===== src/rtl/core/mko_pkg.sv =====
`timescale 1ns / 1ps

package mko_pkg;

  localparam int IN_W         = 24;
  localparam int HEAD_W       = 31;
  localparam int HSS_W        = 18;
  localparam int IHS_W        = 20;
  localparam int TP_W         = 24;
  localparam int CFG_IDX_W    = 2;
  localparam int CFG_DATA_W   = 24;
  localparam int ANG_W        = 32;
  localparam int CS_W         = 25;
  localparam int CORDIC_STEPS = 24;

  localparam logic signed [ANG_W-1:0] PI_Q28      = 32'sd843314857;
  localparam logic signed [ANG_W-1:0] TWO_PI_Q28  = 32'sd1686629714;
  localparam logic signed [ANG_W-1:0] HALF_PI_Q28 = 32'sd421657428;
  localparam logic signed [ANG_W-1:0] CORDIC_GAIN = 32'sd163008218;

  localparam logic [CFG_IDX_W-1:0] REG_HALF_SPAN_SUM     = 2'd0;
  localparam logic [CFG_IDX_W-1:0] REG_INVERSE_HALF_SPAN = 2'd1;
  localparam logic [CFG_IDX_W-1:0] REG_TICK_PERIOD       = 2'd2;

  localparam logic [HSS_W-1:0] HSS_RESET = 18'd27984;
  localparam logic [IHS_W-1:0] IHS_RESET = 20'd153480;
  localparam logic [TP_W-1:0]  TP_RESET  = 24'd16777;

  typedef enum logic [2:0] {
    F_IDLE,
    F_LZ,
    F_WHEEL,
    F_BODY,
    F_PUSH
  } front_state_t;

  typedef enum logic [3:0] {
    B_IDLE,
    B_MUL_T,
    B_MUL_X,
    B_MUL_Y,
    B_WRAP,
    B_FOLD,
    B_CORDIC,
    B_MUL_XC,
    B_MUL_YS,
    B_MUL_XS,
    B_MUL_YC,
    B_SUM,
    B_UPD
  } back_state_t;

  function automatic logic signed [ANG_W-1:0] atan_q28(input logic [4:0] i);
    case (i)
      5'd0:    return 32'sd210828714;
      5'd1:    return 32'sd124459457;
      5'd2:    return 32'sd65760959;
      5'd3:    return 32'sd33381290;
      5'd4:    return 32'sd16755422;
      5'd5:    return 32'sd8385879;
      5'd6:    return 32'sd4193963;
      5'd7:    return 32'sd2097109;
      5'd8:    return 32'sd1048571;
      5'd9:    return 32'sd524287;
      5'd10:   return 32'sd262144;
      5'd11:   return 32'sd131072;
      5'd12:   return 32'sd65536;
      5'd13:   return 32'sd32768;
      5'd14:   return 32'sd16384;
      5'd15:   return 32'sd8192;
      5'd16:   return 32'sd4096;
      5'd17:   return 32'sd2048;
      5'd18:   return 32'sd1024;
      5'd19:   return 32'sd512;
      5'd20:   return 32'sd256;
      5'd21:   return 32'sd128;
      5'd22:   return 32'sd64;
      5'd23:   return 32'sd32;
      default: return 32'sd0;
    endcase
  endfunction

endpackage


===== src/rtl/core/mko_queue.sv =====
`timescale 1ns / 1ps

module mko_queue import mko_pkg::*; #(
  parameter int DATA_W = 168
) (
  input  logic              clk,
  input  logic              rst,
  input  logic              push_valid,
  output logic              push_ready,
  input  logic [DATA_W-1:0] push_data,
  output logic              pop_valid,
  input  logic              pop_ready,
  output logic [DATA_W-1:0] pop_data
);

  logic [DATA_W-1:0] entries [2];
  logic              wr_ptr, rd_ptr;
  logic [1:0]        count;
  logic              do_push, do_pop;

  assign push_ready = (count != 2'd2);
  assign pop_valid  = (count != 2'd0);
  assign pop_data   = entries[rd_ptr];
  assign do_push    = push_valid && push_ready;
  assign do_pop     = pop_valid && pop_ready;

  always_ff @(posedge clk) begin
    if (rst) begin
      wr_ptr <= 1'b0;
      rd_ptr <= 1'b0;
      count  <= 2'd0;
    end else begin
      if (do_push) wr_ptr <= ~wr_ptr;
      if (do_pop) rd_ptr <= ~rd_ptr;
      if (do_push && !do_pop) begin
        count <= count + 2'd1;
      end else if (do_pop && !do_push) begin
        count <= count - 2'd1;
      end
    end
  end

  always_ff @(posedge clk) begin
    if (do_push) entries[wr_ptr] <= push_data;
  end

endmodule


===== config.mk =====
export PLATFORM = sky130hd
export DESIGN_NAME = mko_queue
export DESIGN_NICKNAME = d
export VERILOG_FILES = /design/src/rtl/core/mko_pkg.sv /design/src/rtl/core/mko_queue.sv
export SDC_FILE = /design/constraint.sdc
export NUM_CORES = 1
export LEC_CHECK = 0
export ABC_AREA = 1
export BUFFER_PORTS_ARGS = -buffer_cell sky130_fd_sc_hd__buf_2
export CAP_MARGIN = 20
export CORE_MARGIN = 5
export CORE_UTILIZATION = 47
export CTS_CLUSTER_DIAMETER = 50
export DETAILED_ROUTE_END_ITERATION = 16
export GPL_TIMING_DRIVEN = 0
export HOLD_SLACK_MARGIN = 0.12
export PLACE_DENSITY = 0.83
export SYNTH_ARGS = -nofsm -noshare
export SYNTH_HDL_FRONTEND = slang
export SYNTH_SLANG_ARGS = --single-unit

===== constraint.sdc =====
create_clock -name clk -period 9.4 [get_ports clk]
set_input_delay 1.88 -clock clk [delete_from_list [all_inputs] [get_ports clk]]
set_output_delay 1.88 -clock clk [all_outputs]
set_load 0.02 [all_outputs]

# Word level (Yosys, flattened, before mapping)
# Memories as Yosys holds them, arrays and structs flattened. A register that Yosys moved wholly into a read port is not among the register bits.
# Cells that the tools add are included.
# totals
latchBits	0
ff_bits	4
rom_bits	0
output_inout_bits	170
ramBits	336
wordCells	23
n_memories	1
# op_classes
magnitude_cmp	0
n_reduce_logical	8
add_sub_neg	2
eq_ne	1
shifts	0
bitwise	2
div_mod_pow	0
mux	6
multipliers	0
# mem_list
name	words	word_bits	read_ports	rd_ports_with_merged_regs	write_ports	line	rtl
entries	2	168	1	1	1	mko_queue.sv:16	logic [DATA_W-1:0] entries [2];
# ops
cell	n
$logic_and 1x1->1	4
$mux 1	4
$mux 2	2
$reduce_bool 2->1	2
$add 2x1->2 const B	1
$logic_not 1->1	2
$ne 2x2->1 const B	1
$not 1->1	2
$sub 2x1->2 const B	1

# Logic depth before layout (Yosys ltp)
# logic_depth
word_depth	6
depth_mapped	11
mapped_depth_nobuf	11

# Least setup slack after synthesis
# No wires, ideal clock.
# synth_timing
path_type	input port to flip-flop
startpoint	in push_valid
endpoint	mem entries[0][0], enable pin
cell_stages	2
t_arrival_ps	8948
setup_slack_ps	-246
path_cell_list	nand2_1 -> nor2_1
# synth_between
elab_chain_len	3
# synth_lines
element	line	rtl
start, declared	mko_queue.sv:8	input logic push_valid,
$logic_and 1x1->1	mko_queue.sv:24	assign do_push = push_valid && push_ready;
$mux 1	mko_queue.sv:44	if (do_push) entries[wr_ptr] <= push_data;
$mux 1 (implied by the code)	mko_queue.sv:44	
end, declared	mko_queue.sv:16	
# Every way passes these cells.

==> reports/metrics.cfg <==
[cells_and_area]
final_cell_area_um2 = 16400
fill_cells = 1979
multiInputGateArea_um2 = 2390
area_growth_pct = 28.3
nets = 1126
drive_gt1_share_pct = 60.6
regArea_um2 = 10200

[global_route]
antenna_found_initial = 7
grt_pass1_vias = 7087
grt_max_degree = 34
track_usage_pct = 16.5
grt_first_pass_wirelength_mm = 39.5
overflow = 0

[clocking]
ctsHoldBuffers = 0
ctsResizeCount = 0
tritoncts = done
clock_path_buffers = 3
cts.clk_slew.worst_paths_ns = 0.06
cts_setup_buffers = 0
cts.sinks = 341
clkLatencyLatePin_ns = 0.50
root_buffer = clkbuf_16
cts_made_buffers = 38
cts_htree_levels = 2

[power_and_ir_drop]
p_switching_mw = 1.32
swShare_pct = 28.7
power_density_nw_per_um2 = 280
pwr-share-seq_pct = 42.8
p_leak_nw = 6.40
peakVddDrop_mv = 0.206
clkPwrFrac_pct = 30.1
power_mw = 4.60
power_frac_comb_pct = 27.1
p_int_mw = 3.28

[detailed_routing]
drc = 0
ant_nets = 0
met2RoutedLength_mm = 13.2
wl_met3_mm = 1.99
topRoutingLayerUsed = met5
vias = 6541
drt-met1-wl_mm = 9.68
first_pass_iters = 4
wl_per_cell_um = 19.5
viasPerCell = 4.93
drtIter0Drc = 372
wirelength_mm = 25.8

[synthesis]
synth_warnings = 0
yosys.area_share.simple_pct = 0.597
synth_area_um2 = 12800
syn_avg_cell_area_um2 = 22.8
yosysTopAreaCell = edfxtp_1
synth_seq_area_share_pct = 79.7
synthMuxAreaShare_pct = 17.8
synth_top_family_by_area = multiplexers
synthTopCellsByArea = edfxtp_1 79%, mux2_4 12%, mux2_2 5.9%
synthCells = 560
ys_ff_latch = 341
synthesis.nets = 733
synth_xor_area_share_pct = 0
synth_compound_area_share_pct = 0.157
synth_cell_type_count = 14
synthDominantCellAreaShare_pct = 78.9
synthAdderAreaFrac_pct = 0.0978

[worst_setup_path]
cp.required_ns = 7.52
start_kind = flop
crit_path_max_fanout = 10
critPathKind = flop to output pin
arrival_ns = 1.88
end_kind = output pin

[sta]
fin_crit_ns = 3.76
rsz0062_at_grt = no
fin_skew_ns = 0.0162
setup_viol = 0
hold_viol = 0
fmax_mhz = 266
relSlewSlack_pct = 62.1
layout_setup_ws_ns = 5.64
hold_slack_ns = 0.539
slew_viol_final = 0
period_share_pct = 40.0
worstMarginPinSlew_ns = 0.568

[job]
max_cap_violations = 0

[run_status]
status = complete, no violations

[placement]
port_buffers = 341
dp_hpwl_mm = 18.8
place_area_um2 = 15200
gp_congestion = 0.736
dp_worst_setup_slack_ns = 5.65

[floorplan]
die_h_um = 175
core.rowCount = 60
top_level_ports = 342
coreArea_um2 = 26900
die_x_um = 175
floorplan.initialDensity_pct = 47.6
die_area_um2 = 30600

[worst_hold_path]
hp-class = flop to flop

-- power by group through the flow --
stage	Clock, mW	Sequential [mW]	Combinational, mW
final	1.38	1.97	1.25
after global placement	0	2.09	1.19
after CTS	1.42	1.97	1.27
after floorplan	0	2.05	0.838
after global routing	1.50	1.98	1.32
after detailed placement	0	2.00	1.26
-- Yosys cell counts --
library cell / count
o21ai_0: 2
ha_1: 1
nand3_1: 2
dfxtp_1: 5
buf_6: 15
a21oi_1: 2
nor2_1: 7
buf_2: 4
nand4_1: 1
nand2_1: 9
inv_1: 8
mux2_2: 67
mux2_4: 101
edfxtp_1: 336
-- worst max-delay path, stage by stage (launching register included) --
cell,delay (ns)
dfxtp_1,0.32
buf_6,0.13
buf_6,0.21
buf_6,0.22
mux2_4,0.31
buf_2,0.17
-- worst paths after layout --
| path | depth (start not counted) | end | from | slack (ns) |
|---|---|---|---|---|
| setup / recovery | 5 | pop_data[89] | flop | 5.64 |
| hold / removal | 2 | rd_ptr | rd_ptr | 0.54 |
| setup reg to reg | 7 | entries[1][119] | count[0] | 7.12 |
| hold reg to reg | 2 | rd_ptr | rd_ptr | 0.54 |
-- kinds of logic (layout without fill, tap and decap cells) --
| logic type | count (synthesis) | after routing |
|---|---|---|
| other | 0 | 3 |
| DFF | 341 | 341 |
| buffers and inverters | 27 | 449 |
| AOI/OAI and AO/OA | 4 | 4 |
| muxes | 168 | 168 |
| and+or+nand+nor | 19 | 19 |
| adders and majority gates | 1 | 1 |
-- layout make-up --
class	count	area share, %
Multi-Input combinational cell	192	14.6
Inverter	8	0.183
Timing Repair Buffer	353	12.0
Antenna cell	3	0.0457
Clock inverter	17	0.869
Clock buffer	52	6.43
Buffer	19	1.15
Sequential cell	341	62.1
Tap cell	341	2.60
-- placed cells by master (no fill, tap or decap), types with 2 or more instances in the layout --
cell type	instances
buf_12	8
clkinv_1	6
edfxtp_1	336
buf_2	345
buf_6	15
clkbuf_1	10
clkbuf_8	3
nand3_1	2
clkinv_2	4
o21ai_0	2
buf_16	4
clkbuf_16	39
a21oi_1	2
nor2_4	2
clkinv_8	2
inv_1	8
nand2_1	9
dfxtp_1	5
inv_6	2
mux2_2	67
mux2_4	101
diode_2	3
nor2_1	5
-- per-layer routing --
layer | up-vias | global-route usage [%]
met1 | 3178 | 19.3
li1 | 3021 | -
met5 | - | 0
met3 | 74 | 5.00
met2 | 260 | 28.7
met4 | 8 | 6.51
-- per-stage QoR --
step | utilization [%] | cells | setup TNS (ns)
after global placement | 55.5 | 1242 | -1376.52
after floorplan | - | 560 | -82.75
final | 61.1 | 1326 | 0
after global routing | 61.1 | 1326 | 0
after CTS | 61.0 | 1323 | 0
after detailed placement | 56.6 | 1254 | 0
-- flip-flops by register name, indices dropped and copies added, names as in the netlist, named ones only --
name	count
count	2
entries	336
rd_ptr	1
wr_ptr	1
No activity file was read; power rests on OpenSTA's default activity.
