<file path="config.mk">
export PLATFORM = sky130hd
export DESIGN_NAME = mko_front_flat
export DESIGN_NICKNAME = d
export VERILOG_FILES = /design/src/rtl/core/mko_pkg.sv /design/src/rtl/core/mko_cmd_if.sv /design/src/rtl/core/mko_front.sv /design/src/flat_wrapper.sv
export SDC_FILE = /design/constraint.sdc
export NUM_CORES = 2
export LEC_CHECK = 0
export ABC_AREA = 1
export BUFFER_PORTS_ARGS = -buffer_cell sky130_fd_sc_hd__buf_2
export CAP_MARGIN = 20
export CORE_MARGIN = 5
export CORE_UTILIZATION = 55
export DETAILED_ROUTE_END_ITERATION = 6
export PLACE_DENSITY = 0.72
export SLEW_MARGIN = 15
export SYNTH_ARGS = -nofsm -noshare
export SYNTH_HDL_FRONTEND = slang
export SYNTH_SLANG_ARGS = --single-unit
</file>
<file path="constraint.sdc">
create_clock -name clk -period 11.5 [get_ports clk]
set_input_delay 3.45 -clock clk [delete_from_list [all_inputs] [get_ports clk]]
set_output_delay 3.45 -clock clk [all_outputs]
set_load 0.02 [all_outputs]
</file>
<file path="src/rtl/core/mko_pkg.sv">
`timescale 1ns / 1ps

package mko_pkg;

  localparam int IN_W         = 24;
  localparam int HEAD_W       = 31;
  localparam int HSS_W        = 18;
  localparam int IHS_W        = 20;
  localparam int TP_W         = 24;
  localparam int CFG_IDX_W    = 2;
  localparam int CFG_DATA_W   = 24;
  localparam int ANG_W        = 32;
  localparam int CS_W         = 25;
  localparam int CORDIC_STEPS = 24;

  localparam logic signed [ANG_W-1:0] PI_Q28      = 32'sd843314857;
  localparam logic signed [ANG_W-1:0] TWO_PI_Q28  = 32'sd1686629714;
  localparam logic signed [ANG_W-1:0] HALF_PI_Q28 = 32'sd421657428;
  localparam logic signed [ANG_W-1:0] CORDIC_GAIN = 32'sd163008218;

  localparam logic [CFG_IDX_W-1:0] REG_HALF_SPAN_SUM     = 2'd0;
  localparam logic [CFG_IDX_W-1:0] REG_INVERSE_HALF_SPAN = 2'd1;
  localparam logic [CFG_IDX_W-1:0] REG_TICK_PERIOD       = 2'd2;

  localparam logic [HSS_W-1:0] HSS_RESET = 18'd27984;
  localparam logic [IHS_W-1:0] IHS_RESET = 20'd153480;
  localparam logic [TP_W-1:0]  TP_RESET  = 24'd16777;

  typedef enum logic [2:0] {
    F_IDLE,
    F_LZ,
    F_WHEEL,
    F_BODY,
    F_PUSH
  } front_state_t;

  typedef enum logic [3:0] {
    B_IDLE,
    B_MUL_T,
    B_MUL_X,
    B_MUL_Y,
    B_WRAP,
    B_FOLD,
    B_CORDIC,
    B_MUL_XC,
    B_MUL_YS,
    B_MUL_XS,
    B_MUL_YC,
    B_SUM,
    B_UPD
  } back_state_t;

  function automatic logic signed [ANG_W-1:0] atan_q28(input logic [4:0] i);
    case (i)
      5'd0:    return 32'sd210828714;
      5'd1:    return 32'sd124459457;
      5'd2:    return 32'sd65760959;
      5'd3:    return 32'sd33381290;
      5'd4:    return 32'sd16755422;
      5'd5:    return 32'sd8385879;
      5'd6:    return 32'sd4193963;
      5'd7:    return 32'sd2097109;
      5'd8:    return 32'sd1048571;
      5'd9:    return 32'sd524287;
      5'd10:   return 32'sd262144;
      5'd11:   return 32'sd131072;
      5'd12:   return 32'sd65536;
      5'd13:   return 32'sd32768;
      5'd14:   return 32'sd16384;
      5'd15:   return 32'sd8192;
      5'd16:   return 32'sd4096;
      5'd17:   return 32'sd2048;
      5'd18:   return 32'sd1024;
      5'd19:   return 32'sd512;
      5'd20:   return 32'sd256;
      5'd21:   return 32'sd128;
      5'd22:   return 32'sd64;
      5'd23:   return 32'sd32;
      default: return 32'sd0;
    endcase
  endfunction

endpackage

</file>
<file path="src/rtl/core/mko_cmd_if.sv">
`timescale 1ns / 1ps

interface mko_cmd_if import mko_pkg::*; ();
  logic                   valid;
  logic                   ready;
  logic signed [IN_W-1:0] vel_forward;
  logic signed [IN_W-1:0] vel_lateral;
  logic signed [IN_W-1:0] vel_turn;

  modport source(output valid, output vel_forward, output vel_lateral, output vel_turn,
                 input ready);
  modport sink(input valid, input vel_forward, input vel_lateral, input vel_turn,
               output ready);
endinterface

</file>
<file path="src/rtl/core/mko_front.sv">
`timescale 1ns / 1ps

module mko_front import mko_pkg::*; #(
  parameter int VEL_WIDTH = 24
) (
  input  logic                     clk,
  input  logic                     rst,
  input  logic [HSS_W-1:0]         half_span_sum,
  input  logic [IHS_W-1:0]         inverse_half_span,
  mko_cmd_if.sink                  cmd,
  output logic                     push_valid,
  input  logic                     push_ready,
  output logic [7*VEL_WIDTH-1:0]   push_data
);

  localparam int BIG_W = VEL_WIDTH + 24;
  localparam logic signed [BIG_W-1:0] VMAX = BIG_W'((64'sd1 <<< (VEL_WIDTH-1)) - 64'sd1);
  localparam logic signed [BIG_W-1:0] VMIN = -VMAX - BIG_W'(1);

  front_state_t state, state_next;

  logic signed [IN_W-1:0]      vf, vl, vt;
  logic signed [42:0]          lz_prod;
  logic signed [26:0]          lz;
  logic signed [VEL_WIDTH-1:0] ul, ur, ll, lr, bx, by, bt;
  logic signed [BIG_W-1:0]     bt_prod;
  logic signed [BIG_W-1:0]     w_ul, w_ur, w_ll, w_lr;
  logic signed [BIG_W-1:0]     sum_x, sum_y, diff_t;

  function automatic logic signed [VEL_WIDTH-1:0] sat_vel(input logic signed [BIG_W-1:0] v);
    if (v > VMAX) begin
      return VEL_WIDTH'(VMAX);
    end else if (v < VMIN) begin
      return VEL_WIDTH'(VMIN);
    end
    return VEL_WIDTH'(v);
  endfunction

  always_comb begin
    lz     = 27'((lz_prod + 43'sd32768) >>> 16);
    w_ul   = BIG_W'(vf) - BIG_W'(vl) - BIG_W'(lz);
    w_ur   = BIG_W'(vf) + BIG_W'(vl) + BIG_W'(lz);
    w_ll   = BIG_W'(vf) + BIG_W'(vl) - BIG_W'(lz);
    w_lr   = BIG_W'(vf) - BIG_W'(vl) + BIG_W'(lz);
    sum_x  = BIG_W'(ul) + BIG_W'(ur) + BIG_W'(ll) + BIG_W'(lr);
    sum_y  = -BIG_W'(ul) + BIG_W'(ur) + BIG_W'(ll) - BIG_W'(lr);
    diff_t = -BIG_W'(ul) + BIG_W'(ur) - BIG_W'(ll) + BIG_W'(lr);
  end

  always_comb begin
    state_next = state;
    case (state)
      F_IDLE:  if (cmd.valid) state_next = F_LZ;
      F_LZ:    state_next = F_WHEEL;
      F_WHEEL: state_next = F_BODY;
      F_BODY:  state_next = F_PUSH;
      F_PUSH:  if (push_ready) state_next = F_IDLE;
      default: state_next = F_IDLE;
    endcase
  end

  always_comb begin
    cmd.ready  = (state == F_IDLE);
    push_valid = (state == F_PUSH);
    bt         = sat_vel((bt_prod + BIG_W'(131072)) >>> 18);
    push_data  = {ul, ur, ll, lr, bx, by, bt};
  end

  always_ff @(posedge clk) begin
    if (rst) begin
      state <= F_IDLE;
    end else begin
      state <= state_next;
    end
  end

  always_ff @(posedge clk) begin
    case (state)
      F_IDLE: begin
        if (cmd.valid) begin
          vf <= cmd.vel_forward;
          vl <= cmd.vel_lateral;
          vt <= cmd.vel_turn;
        end
      end
      F_LZ: begin
        lz_prod <= 43'(vt) * 43'($signed({1'b0, half_span_sum}));
      end
      F_WHEEL: begin
        ul <= sat_vel(w_ul);
        ur <= sat_vel(w_ur);
        ll <= sat_vel(w_ll);
        lr <= sat_vel(w_lr);
      end
      F_BODY: begin
        bx      <= sat_vel((sum_x + BIG_W'(2)) >>> 2);
        by      <= sat_vel((sum_y + BIG_W'(2)) >>> 2);
        bt_prod <= diff_t * BIG_W'($signed({1'b0, inverse_half_span}));
      end
      default: begin
      end
    endcase
  end

endmodule

</file>
<file path="src/flat_wrapper.sv">
// flat-port wrapper written by rule: the top's interface ports become plain ports
module mko_front_flat import mko_pkg::*;
#(
  parameter int VEL_WIDTH = 24
)
  (clk, rst, half_span_sum, inverse_half_span, push_valid, push_ready, push_data, cmd_valid, cmd_vel_forward, cmd_vel_lateral, cmd_vel_turn, cmd_ready);
  mko_cmd_if cmd_i ();
  input  logic clk;
  input  logic rst;
  input  logic [HSS_W-1:0] half_span_sum;
  input  logic [IHS_W-1:0] inverse_half_span;
  output logic push_valid;
  input  logic push_ready;
  output logic [7*VEL_WIDTH-1:0] push_data;
  input wire logic [$bits(cmd_i.valid)-1:0] cmd_valid;
  input wire logic [$bits(cmd_i.vel_forward)-1:0] cmd_vel_forward;
  input wire logic [$bits(cmd_i.vel_lateral)-1:0] cmd_vel_lateral;
  input wire logic [$bits(cmd_i.vel_turn)-1:0] cmd_vel_turn;
  output wire logic [$bits(cmd_i.ready)-1:0] cmd_ready;
  assign cmd_i.valid = cmd_valid;
  assign cmd_i.vel_forward = cmd_vel_forward;
  assign cmd_i.vel_lateral = cmd_vel_lateral;
  assign cmd_i.vel_turn = cmd_vel_turn;
  assign cmd_ready = cmd_i.ready;
  mko_front #(.VEL_WIDTH(VEL_WIDTH)) u_core (.clk(clk), .rst(rst), .half_span_sum(half_span_sum), .inverse_half_span(inverse_half_span), .cmd(cmd_i), .push_valid(push_valid), .push_ready(push_ready), .push_data(push_data));
endmodule
</file>
Yosys cells after proc, flatten, opt, wreduce, memory -nomap -nowiden
Index checks and enable logic that the tools add are counted.
W data, S select, Z words.
{"block": "op_classes", "addsub": 19, "multipliers": 2, "order_cmp": 14, "n_eq_ne": 6, "mux": 44, "reduce_logical": 3}
{"operator": "$mux W24", "n": 21}
{"operator": "$add A48 B24 Y48", "n": 4}
{"operator": "$gt A48 B24 Y1 const B", "n": 4}
{"operator": "$lt A48 B24 Y1 const B", "n": 4}
{"operator": "$add A48 B3 Y48 const B", "n": 2}
{"operator": "$sub A48 B24 Y48", "n": 2}
{"operator": "$gt A46 B24 Y1 const B", "n": 2}
{"operator": "$lt A46 B24 Y1 const B", "n": 2}
{"operator": "$add A25 B27 Y28", "n": 2}
{"operator": "$sub A25 B27 Y28", "n": 2}
{"operator": "$add A24 B24 Y25", "n": 2}
{"operator": "$add A48 B19 Y48 const B", "n": 1}
{"operator": "$mul A48 B21 Y48", "n": 1}
{"operator": "$neg A24 Y48", "n": 1}
{"operator": "$add A43 B17 Y43 const B", "n": 1}
{"operator": "$mul A24 B19 Y43", "n": 1}
{"operator": "$gt A30 B24 Y1 const B", "n": 1}
{"operator": "$lt A30 B24 Y1 const B", "n": 1}
{"operator": "$add A25 B24 Y26", "n": 1}
{"operator": "$sub A24 B24 Y25", "n": 1}
{"operator": "$mux W1", "n": 20}
{"operator": "$pmux W3 S5", "n": 1}
{"operator": "$eq A3 B2 Y1 const B", "n": 2}
{"operator": "$mux W3", "n": 2}
{"operator": "6 further kinds", "n": 7}
{"block": "totals", "regBits": 310, "output_inout_bits": 170, "wordCells": 100}

Logic depth before layout (Yosys ltp)
{"block": "depth", "depth_word": 10, "mapped_depth": 64}

Worst setup path before layout
Ideal clock, no wire load.
{"block": "synth_path", "path_kind": "reg-to-reg", "startpoint": "register u_core.ur[0]", "endpoint": "register u_core.bt_prod[47] (data pin)", "arrival_time_ns": 10.138, "required_ns": 11.248, "path_slack_ns": 1.110, "path_stages_with_launch": 53, "path_buffers": 2, "period_less_slack_ns": 10.390, "cell_sequence": "edfxtp_1 -> inv_1 -> ha_1 -> fa_1 -> nor2_1 -> a211oi_1 -> o21ai_1 -> nand3_1 -> nand2_1 -> a21oi_1 -> inv_1 -> a21oi_1 -> o21ai_1 -> nand3_1 -> nand2_1 -> a21o_1 -> nand2_1 -> nand3_1 -> [... 17 more ...] -> inv_1 -> fa_1 -> fa_1 -> fa_1 -> inv_1 -> fa_1 -> inv_1 -> ha_1 -> a21oi_1 -> inv_1 -> a31oi_1 -> o21ai_0 -> inv_1 -> nor2_1 -> a2111oi_0 -> nand2_1 -> nand3_1 -> nand2_1"}
{"block": "synth_between", "elab_chain_len": 4}
{"element": "start: declaration", "line_no": "mko_front.sv:25", "rtl": "logic signed [VEL_WIDTH-1:0] ul, ur, ll, lr, bx, by, bt;"}
{"element": "start signal: assignment", "line_no": "mko_front.sv:91", "rtl": "ur <= sat_vel(w_ur);"}
{"element": "$add A48 B24 Y48", "line_no": "mko_front.sv:47", "rtl": "diff_t = -BIG_W'(ul) + BIG_W'(ur) - BIG_W'(ll) + BIG_W'(lr);"}
{"element": "$sub A48 B24 Y48", "line_no": "mko_front.sv:47"}
{"element": "$add A48 B24 Y48", "line_no": "mko_front.sv:47"}
{"element": "$mul A48 B21 Y48", "line_no": "mko_front.sv:98", "rtl": "bt_prod <= diff_t * BIG_W'($signed({1'b0, inverse_half_span}));"}
{"element": "end signal: assignment", "line_no": "mko_front.sv:98"}
{"element": "end: declaration", "line_no": "mko_front.sv:26", "rtl": "logic signed [BIG_W-1:0] bt_prod;"}
No other way between the ends.
A chain may end at the register's enable or synchronous reset.

Worst setup path after layout
{"block": "layout_path", "startpoint": "register u_core.ul[0]", "endpoint": "register u_core.bt_prod[43] (data pin)"}
{"block": "layout_between", "elab_chain_len": 5}
{"element": "start: declaration", "line_no": "mko_front.sv:25"}
{"element": "start signal: assignment", "line_no": "mko_front.sv:90", "rtl": "ul <= sat_vel(w_ul);"}
{"element": "$neg A24 Y48", "line_no": "mko_front.sv:47"}
{"element": "$add A48 B24 Y48", "line_no": "mko_front.sv:47"}
{"element": "$sub A48 B24 Y48", "line_no": "mko_front.sv:47"}
{"element": "$add A48 B24 Y48", "line_no": "mko_front.sv:47"}
{"element": "$mul A48 B21 Y48", "line_no": "mko_front.sv:98"}
No other way between the ends.

==> summary.txt <==
status - complete, no violations
unrepaired setup endpoints after global routing - yes
Worst-Skew Late Latency - 0.61 ns
antenna violations before repair - 3
number of fillers in the final layout - 11700
CTS Buf Count - 35
crit path time final - 11.13 ns
Yosys cell types - 62
largest net degree at the start of global routing - 86
core box area - 128000 µm²
Total Wirelength - 223000 µm
CTS root buf - clkbuf_16
total track usage - 33.2%
CTS tree - done
1st-iter DRT viols - 5009
IO Pins - 284
Mapped Nets - 11000
clk slew on worst S/H paths - 0.06 ns
Num Clock Sinks - 278
Slowest Stage Delay on Critical Path - 0.61 ns
Setup TNS - 0 ns
area grow syn2layout - 7.03%
Seq cells post-synth - 278
sequential-to-total area share from yosys stat - 11.8%
placed insts - 10800
fin crit share - 96.8%
First-pass DRT Iterations - 6
Layout Cells excl Fill - 10900
num rows - 131
slowest CP cell - fa_1
Main synth FF type - edfxtp_1
Max Slew Vio Count - 0
Data required, critical path - 11.83 ns
total grt overflow - 0
Gate Count Post-Synth - 9022
Setup Skew - 0.0291 ns
die width - 368 µm
Setup-failing EPs final - 0
worst-case clock buffer depth - 3
warnings from Yosys - 0
Post-synth EDFFs - 275
first-pass GRT wire length - 351000 µm
DP HPWL - 189000 µm
CP endpoint kind - flop
Fmax achieved - 89.8 MHz
Crit Path Class - reg2reg
synthesized area - 70600 µm²
Max transition margin - 24.6%
initial core utilization - 55.4%
number of inserted diodes - 0
WL/cell - 20.4 µm
Final nets - 11200
Max-Cap Viols - 0
Async SR Flop Fraction - 0%
vias in the first global route - 61700
share of cells above drive strength 1 - 7.19%
gpl congestion - 1.03
crit path max fanout - 5
Die H - 368 µm
worst hold path type - reg2reg
Buffers on Ports - 283
vias per inst - 5.48
DRC - 0
Startpoint Class - flop
FF+latch area - 8320 µm²
multi-input logic area - 53200 µm²
H-tree levels - 2
die area - 136000 µm²
Final ANT Viol Nets - 0
CP Data Arrival Time - 11.46 ns
Post-Syn Area per Cell - 7.82 µm²
routed via count - 59800
Worst Max-Slew Pin Slew - 1.13 ns
Fin. Hold Viols - 0
# hold bufs at CTS - 0
[path summary, 6_finish.rpt]
path	from	to	depth (start not counted)	slack (ns)
max	u_core.ul[0]	u_core.bt_prod[43]	48	0.37
min	u_core.state[0]	u_core.state[0]	3	0.60
max reg2reg	u_core.ul[0]	u_core.bt_prod[43]	48	0.37
min reg2reg	u_core.state[0]	u_core.state[0]	3	0.60
[final cells by class]
cell class	count	share of cell area (%)
well taps	1662	2.75
repair buffers	439	3.43
flip-flops and latches	278	11.0
inverters	2204	11.0
clock inverters	22	0.260
multi-input cells	6262	70.4
clock buffers	42	1.19
repair inverters	1	0.00662
[cell usage after synthesis (18+ instances only)]
master,n,area (µm²)
xnor2_1,88,771
xor2_1,281,2460
o21ai_1,27,135
a21o_1,22,165
a31oi_1,38,238
ha_1,624,7810
nand4_1,50,313
buf_2,26,130
nand3_1,215,1080
nor3_1,68,340
nor4_1,18,113
inv_1,2185,8200
a21boi_0,19,143
nand2_1,1976,7420
o21ai_0,234,1170
a21oi_1,441,2210
o21bai_1,28,210
o21a_1,19,143
or2_2,20,125
clkbuf_1,228,856
nor2_1,744,2790
fa_1,1195,23900
edfxtp_1,275,8260
[metal layers]
layer	vias up	part of all wire (%)	track usage [%]
met2	2635	44	52.0
met1	29300	42	46.1
met3	476	9.5	6.27
met5	-	0	0
li1	27500	-	-
met4	0	4.5	12.5
[repair_timing]
item                       in CTS  in global routing
pin swaps                       0                  5
buffers inserted                0                 17
setup endpoints to repair       1                 23
gates cloned                    0                  1
gates resized for setup         1                 92
[state kept, by name (all words and copies together) (netlist names)]
signal          cells
u_core.ll          24
u_core.vt          24
u_core.lz_prod     28
u_core.bt_prod     31
u_core.bx          24
u_core.ur          24
u_core.state        3
u_core.lr          24
u_core.by          24
u_core.ul          24
u_core.vl          24
u_core.vf          24
[critical path: cells and delay by family (launching register included)]
kind                       cells  cell delay [ns]
and+or+nand+nor               19             2.57
buffers and inverters          7             0.64
xor gates and xnor gates       2             0.51
adders and majority gates     12             5.65
AOI/OAI and AO/OA              8             1.06
DFF                            1             0.41
[logic make-up after synthesis]
| group | Yosys count | share of synthesized area (%) |
|---|---|---|
| AO/OA/AOI/OAI | 922 | 7.41 |
| XOR/XNOR | 370 | 4.60 |
| adder cells (fa/ha/maj) | 1819 | 45.0 |
| buffers and inverters | 2482 | 13.4 |
| flip-flops | 278 | 11.8 |
| AND/OR/NAND/NOR | 3151 | 17.9 |
[cells in the final DEF, fill, tap and decap left out, types with 28 or more instances in the layout]
cell type / n
inv_1: 2178
nand2_1: 1968
fa_1: 1195
nor2_1: 725
ha_1: 612
a21oi_1: 431
buf_2: 283
edfxtp_1: 275
xor2_1: 274
o21ai_0: 227
nand3_1: 213
buf_4: 154
xnor2_1: 85
nor3_1: 64
nand4_1: 50
a31oi_1: 38
clkbuf_16: 35
o21bai_1: 28
o21ai_1: 28
[through the flow]
step | area (µm²) | worst slack (ns) | hold WS (ns) | util (%)
floorplan | 70600 | 1.11 | 0.511 | -
global placement | 74000 | 0.0942 | 0.581 | 58.0
detailed placement | 74000 | 0.0253 | 0.597 | 58.0
CTS | 75100 | 0.0103 | 0.607 | 58.9
global route | 75600 | -0.0780 | 0.646 | 59.2
finish | 75600 | 0.367 | 0.604 | 59.2
Power is not shown: default switching activity piles up to over one toggle a cycle in this logic, so the estimate is an artifact.
